==> config.mk <==
export PLATFORM = sky130hd
export DESIGN_NAME = ffa_ctrl
export DESIGN_NICKNAME = d
export VERILOG_FILES = /design/src/hw/rtl/ffa_pkg.sv /design/src/hw/rtl/ffa_ctrl.sv
export SDC_FILE = /design/constraint.sdc
export NUM_CORES = 1
export LEC_CHECK = 0
export BUFFER_PORTS_ARGS = -buffer_cell sky130_fd_sc_hd__buf_2
export CAP_MARGIN = 20
export CORE_AREA = 5 5 42 44
export CTS_BUF_LIST = sky130_fd_sc_hd__clkbuf_16
export DETAILED_ROUTE_END_ITERATION = 10
export DIE_AREA = 0 0 47 49
export PLACE_DENSITY = 0.47
export SYNTH_ARGS = -nofsm -noshare
export SYNTH_HDL_FRONTEND = slang
export SYNTH_SLANG_ARGS = --single-unit
==> constraint.sdc <==
create_clock -name clk -period 1.39 [get_ports clk]
set_input_delay 0.139 -clock clk [delete_from_list [all_inputs] [get_ports clk]]
set_output_delay 0.139 -clock clk [all_outputs]
set_load 0.02 [all_outputs]
==> src/hw/rtl/ffa_pkg.sv <==
// ----------------------------------------------------------------------------
// ffa_pkg
// Shared constants, codes and controller/datapath interface types for the
// first-fit free-list allocator.
// ----------------------------------------------------------------------------
`default_nettype none

package ffa_pkg;

    localparam int DEF_FREE_SLOTS    = 64;
    localparam int DEF_HEAP_GRANULES = 4096;

    localparam int HEADER_BYTES = 16;
    localparam int GRAN_SHIFT   = 4;

    localparam int REQ_W        = 16;
    localparam int PTR_W        = 32;
    localparam int STATUS_W     = 2;
    localparam int NEED_W       = 13;
    localparam int HEAP_BYTES_W = 17;
    localparam int CFG_IDX_W    = 1;
    localparam int CFG_DATA_W   = 32;

    localparam int IN_DATA_W  = 48;
    localparam int OUT_DATA_W = 40;

    localparam logic MODE_ALLOC = 1'b0;
    localparam logic MODE_FREE  = 1'b1;

    localparam logic [CFG_IDX_W-1:0] REG_HEAP_BASE  = 1'd0;
    localparam logic [CFG_IDX_W-1:0] REG_HEAP_BYTES = 1'd1;

    localparam logic [HEAP_BYTES_W-1:0] HEAP_BYTES_RESET = 17'h10000;

    localparam logic [STATUS_W-1:0] STATUS_OK        = 2'd0;
    localparam logic [STATUS_W-1:0] STATUS_NO_MEMORY = 2'd1;
    localparam logic [STATUS_W-1:0] STATUS_TABLE_FULL = 2'd2;

    typedef struct packed {
        logic load;
        logic search;
        logic shift;
        logic free_emit;
        logic hit_emit;
        logic carve_emit;
    } ffa_cmd_t;

    typedef struct packed {
        logic search_hit;
        logic search_miss;
        logic shift_done;
    } ffa_stat_t;

endpackage

`default_nettype wire

==> src/hw/rtl/ffa_ctrl.sv <==
// ----------------------------------------------------------------------------
// ffa_ctrl
// Sequencing state machine: accepts a beat, runs the free, search, shift and
// carve steps and owns the output beat valid flag.
// ----------------------------------------------------------------------------
`default_nettype none

module ffa_ctrl
    import ffa_pkg::*;
(
    input  wire logic      clk,
    input  wire logic      rst_n,
    input  wire logic      s_axis_tvalid,
    output logic           s_axis_tready,
    input  wire logic      in_mode,
    output logic           m_axis_tvalid,
    input  wire logic      m_axis_tready,
    output ffa_cmd_t       cmd,
    input  ffa_stat_t      stat
);

    localparam logic [2:0] ST_IDLE   = 3'd0;
    localparam logic [2:0] ST_FREE   = 3'd1;
    localparam logic [2:0] ST_SEARCH = 3'd2;
    localparam logic [2:0] ST_SHIFT  = 3'd3;
    localparam logic [2:0] ST_HIT    = 3'd4;
    localparam logic [2:0] ST_CARVE  = 3'd5;

    logic [2:0] state_reg;
    logic [2:0] state_next;
    logic       out_valid_reg;
    logic       out_valid_next;
    logic       out_free;

    assign out_free      = !out_valid_reg || m_axis_tready;
    assign s_axis_tready = (state_reg == ST_IDLE);
    assign m_axis_tvalid = out_valid_reg;

    always_comb
    begin
        state_next     = state_reg;
        out_valid_next = out_valid_reg && !m_axis_tready;
        cmd            = '0;
        case (state_reg)
            ST_IDLE:
            begin
                if (s_axis_tvalid)
                begin
                    cmd.load   = 1'b1;
                    state_next = (in_mode == MODE_FREE) ? ST_FREE : ST_SEARCH;
                end
            end
            ST_FREE:
            begin
                if (out_free)
                begin
                    cmd.free_emit  = 1'b1;
                    out_valid_next = 1'b1;
                    state_next     = ST_IDLE;
                end
            end
            ST_SEARCH:
            begin
                cmd.search = 1'b1;
                if (stat.search_hit)
                begin
                    state_next = ST_SHIFT;
                end
                else if (stat.search_miss)
                begin
                    state_next = ST_CARVE;
                end
            end
            ST_SHIFT:
            begin
                cmd.shift = 1'b1;
                if (stat.shift_done)
                begin
                    state_next = ST_HIT;
                end
            end
            ST_HIT:
            begin
                if (out_free)
                begin
                    cmd.hit_emit   = 1'b1;
                    out_valid_next = 1'b1;
                    state_next     = ST_IDLE;
                end
            end
            ST_CARVE:
            begin
                if (out_free)
                begin
                    cmd.carve_emit = 1'b1;
                    out_valid_next = 1'b1;
                    state_next     = ST_IDLE;
                end
            end
            default:
            begin
                state_next = ST_IDLE;
            end
        endcase
    end

    always_ff @(posedge clk or negedge rst_n)
    begin
        if (!rst_n)
        begin
            state_reg     <= ST_IDLE;
            out_valid_reg <= 1'b0;
        end
        else
        begin
            state_reg     <= state_next;
            out_valid_reg <= out_valid_next;
        end
    end

endmodule

`default_nettype wire

# Word level (Yosys, flattened, before mapping)
# Index checks and enable logic that the tools add are counted.
classes:
  eq_ne: 9
  muxes: 17
  n_reduce_logical: 7
op_table:
  columns: ["cell", "count"]
  rows:
  - ["3-bit 2-to-1 mux", 5]
  - ["3-bit one-hot mux with 4 select lines", 1]
  - ["1-bit 2-to-1 mux", 10]
  - ["3-bit by 2-bit == test with 1-bit output (second input constant)", 2]
  - ["3-bit == test (second input constant)", 2]
  - ["2-bit != test (second input constant)", 2]
  - ["4-bit AND reduction", 1]
  - ["3-bit by 1-bit == test with 1-bit output (second input constant)", 1]
  - ["3-bit zero test", 1]
  - ["3-bit != test (second input constant)", 1]
  - ["3-bit OR reduction", 1]
  - ["1-bit zero test", 2]
  - ["2-bit 2-to-1 mux", 1]
  - ["2-bit by 1-bit != test with 1-bit output (second input constant)", 1]
  - ["1-bit logical AND", 1]
  - ["1-bit logical OR", 1]
totals:
  regBits: 4
  in_bits: 8
  output_inout_bits: 8
  wordCells: 35

# Depth between registers and ports, before layout
logic_depth:
  word_depth: 4
  mapped_depth: 4
  depth_no_buf: 3

# Least setup slack after synthesis
# No wires, ideal clock.
synth_timing:
  path_kind: "reg2out"
  startpoint: "register state_reg[1]"
  endpoint: "output cmd[2] (netlist name)"
  t_arrival_ps: 1110
  required_time_ps: 1251
  setup_slack_ps: 141
  stages_incl_launch_ff: 4
  path_buffers: 1
  path_cell_list: "dfrtp_1 > buf_6 > nand2b_1 > nor3_1"
synth_lines:
  columns: ["item", "line_no", "source"]
  rows:
  - ["start: declaration", "ffa_ctrl.sv:29", "logic [2:0] state_reg;"]
  - ["start signal: assignment", "ffa_ctrl.sv:116", "state_reg <= state_next;"]
  - ["end: declaration", "ffa_ctrl.sv:18", "output ffa_cmd_t cmd,"]

==> summary.md <==
| Metric | Value |
|---|---|
| Port bufs | 15 |
| Clock skew | roughly 0.00062 ns |
| Largest net degree at the start of global routing | 12 |
| Initial drt markers | 14 |
| Routability cong. | 0.7313 |
| Core box area | roughly 1400 um^2 |
| Family with the most delay on the worst path | flip-flops |
| Vias/cell | ~4.5 |
| Rows | 14 |
| Largest register FFs | 3 |
| Net count after synthesis | 40 |
| Final Max Slew Viols | 0 |
| Slew margin rel. | between 80 and 90% |
| Flops & latches, synth | 4 |
| Final net count | ~60 |
| Starting density of the core | between 10% and 20% |
| Most common cell after layout, fill and taps aside | buf_2 |
| Worst-path clk slew | 0.03 ns |
| P&R area growth vs syn | 69.91% |
| Initial antenna violation count | 0 |
| Global-route wire length before repair | around 1200 um |
| H-Tree Depth | 1 |
| CP peak stage delay | 0.45 ns |
| Commonest non-fill, non-tap cells in the layout | 14 x buf_2, 5 x nor2_1, 3 x nand2b_1, 3 x clkbuf_16, 3 x buf_4 |
| Final Hold Viols | 0 |
| EDFF count, synth | 0 |
| Power Total | between 1 and 1.5 mW |
| Gate power share | around two fifths |
| Tot GR Track Use | 7.420% |
| Post-route ant nets | 0 |
| Worst path required time | 1.25 ns |
| Maximum VDD drop | between 0.0006 and 0.0007 V |
| IO Count | 16 |
| Internal power | 0.7677 mW |
| Clk_lat worst skew | roughly 0.22 ns |
| Crit Path Category | reg2out |
| TritonCTS clock tree | yes |
| Critical Path Source Type | register |
| Fin crit share | a little over nine tenths |
| Switching share of power | a little under two fifths |
| Finished Layout Cells | 67 |
| Vias post-DR | 300 |
| Syn Std Cell Area | between 200 and 300 um^2 |
| Reg power frac | between 20% and 30% |
| CP Max Fanout | 9 |
| Worst-Margin Slew | roughly 0.27 ns |
| Worst slack, placed | approximately 0.23 ns |
| Worst Slack Setup Final | ~0.056 ns |
| Synth Flop Type | dfrtp_1 |
| DRC viols | 0 |
| Arrival @ worst endpoint | 1.19 ns |
| Grt total ovfl | 0 |
| Synth Area per Inst | approximately 8.4 um^2 |
| Clock tree buffer depth | 2 |
| Pwr/cell area | approximately 2700 nW/um^2 |
| CP Cell Sequence | nor3_4 -> and2_4 -> buf_2 |
| # placed instances | ~60 |
| # Max-Cap Violations | 0 |
| Die Area | between 2000 and 2500 um^2 |
| P_sw | approximately 0.45 mW |
| Hold crit path type | in2reg |
| Clock share of power | about 37% |
| DP Wirelength | 552.9 um |
| Peak Freq | 0.7499 GHz |
| Post-Syn Instances | 32 |
| Crit path time final | about 1.3 ns |
| Synth warn | 0 |
| Slowest CP cell | dfrtp_2 |
| Vias in the first global route | around 290 |
| Die Ht | about 49 um |
| CP Buf/Inv Count | 1 |
| Ys async rst share | 100.0% |
| Clock root cell | clkbuf_16 |
| Share of layout cells above drive strength 1 | approximately half |
| Chip Width | 47 um |
| Clk sinks | 4 |
| Finish-stage setup viols | 0 |
| Antenna Cells | 0 |
| Leak pwr | 0.2286 nW |
| Util after Layout | about a third |
| Wire per inst | between 10 and 15 um |
| Distinct cells, synth | 18 |
| Worst setup EP type | primary output |
| Drt first pass iters | 5 |
| Post-Route WL | 789 um |
| Fin Setup TNS | 0 ns |
| Inserted Clock Buffers | 3 |
| Outcome | finished, final reports clean |
| Register area share after synthesis | a little under two fifths |
worst register-to-register path, cell delays in order, from the launching register on:
cell and delay [ns]:
dfrtp_2 0.46, nor2_1 0.13, a22oi_1 0.10, a32o_1 0.28
cells in the mapped netlist (2+ instances only):
| master | instances | share of area, % |
|---|---|---|
| a21oi_1 | 2 | 3.7 |
| o22ai_1 | 2 | 4.6 |
| nand2b_1 | 3 | 6.9 |
| nand2_1 | 2 | 2.8 |
| nor3_1 | 2 | 3.7 |
| inv_1 | 2 | 2.8 |
| dfrtp_1 | 4 | 37 |
| nor2_1 | 5 | 6.9 |
final timing paths:
kind	startpoint	endpoint	slack (ns)	cells after the start
worst max register to register	state_reg[0]	state_reg[1]	0.30	3
worst min register to register	m_axis_tvalid	m_axis_tvalid	0.60	2
worst max-delay path	state_reg[1]	cmd[5]	0.06	3
max in group asynchronous	rst_n	state_reg[1]	1.01	2
min in group asynchronous	rst_n	state_reg[0]	0.25	2
worst min-delay path	in_mode	state_reg[1]	0.22	3
cell type report:
type	count	area, um^2
clock buffers	3	75.07
fillers	165	942.2
inverters	2	7.507
multi-input cells	24	151.4
flip-flops and latches	4	102.6
well taps	16	20.02
repair buffers	18	102.6
power groups by stage:
stage	Sequential, mW	Clock [mW]	Combinational (mW)
final	0.271	0.450	0.501
after global routing	0.287	0.463	0.553
after CTS	0.272	0.452	0.449
after detailed placement	0.267	0	0.442
after global placement	0.265	0	0.451
after floorplan	0.219	0	0.383
routing by layer:
metal / global-route usage, % / share of wire [%] / vias up
met1: 7.556 / 39 / 136
met5: 0 / 0 / -
met3: 3.690 / 9.1 / 2
li1: - / - / 150
met2: 11.09 / 49 / 12
met4: 5.530 / 2.0 / 0
stage by stage:
step                      hold WS (ns)  instance area [um^2]
final                           0.2218                 459.2
after global routing            0.2491                 459.2
after CTS                       0.2241                 435.4
after detailed placement      -0.04915                 349.1
after global placement        -0.05199                 349.1
after floorplan                -0.1566                 270.3
timing repair:
item | CTS | global route
pin swaps | 0 | 0
hold buffers | 1 | 0
setup endpoints to repair | 2 | 2
gates resized for setup | 1 | 3
endpoints found under the hold margin | 4 | 0
setup buffers | 0 | 2
kinds of logic after synthesis:
kind of cell,Yosys count,share of synthesized area [%]
DFF,4,37.04
AOI/OAI and AO/OA,8,19.91
and+or+nand+nor,16,34.27
buffers and inverters,4,8.795
Power figures use the tool's default switching activity.
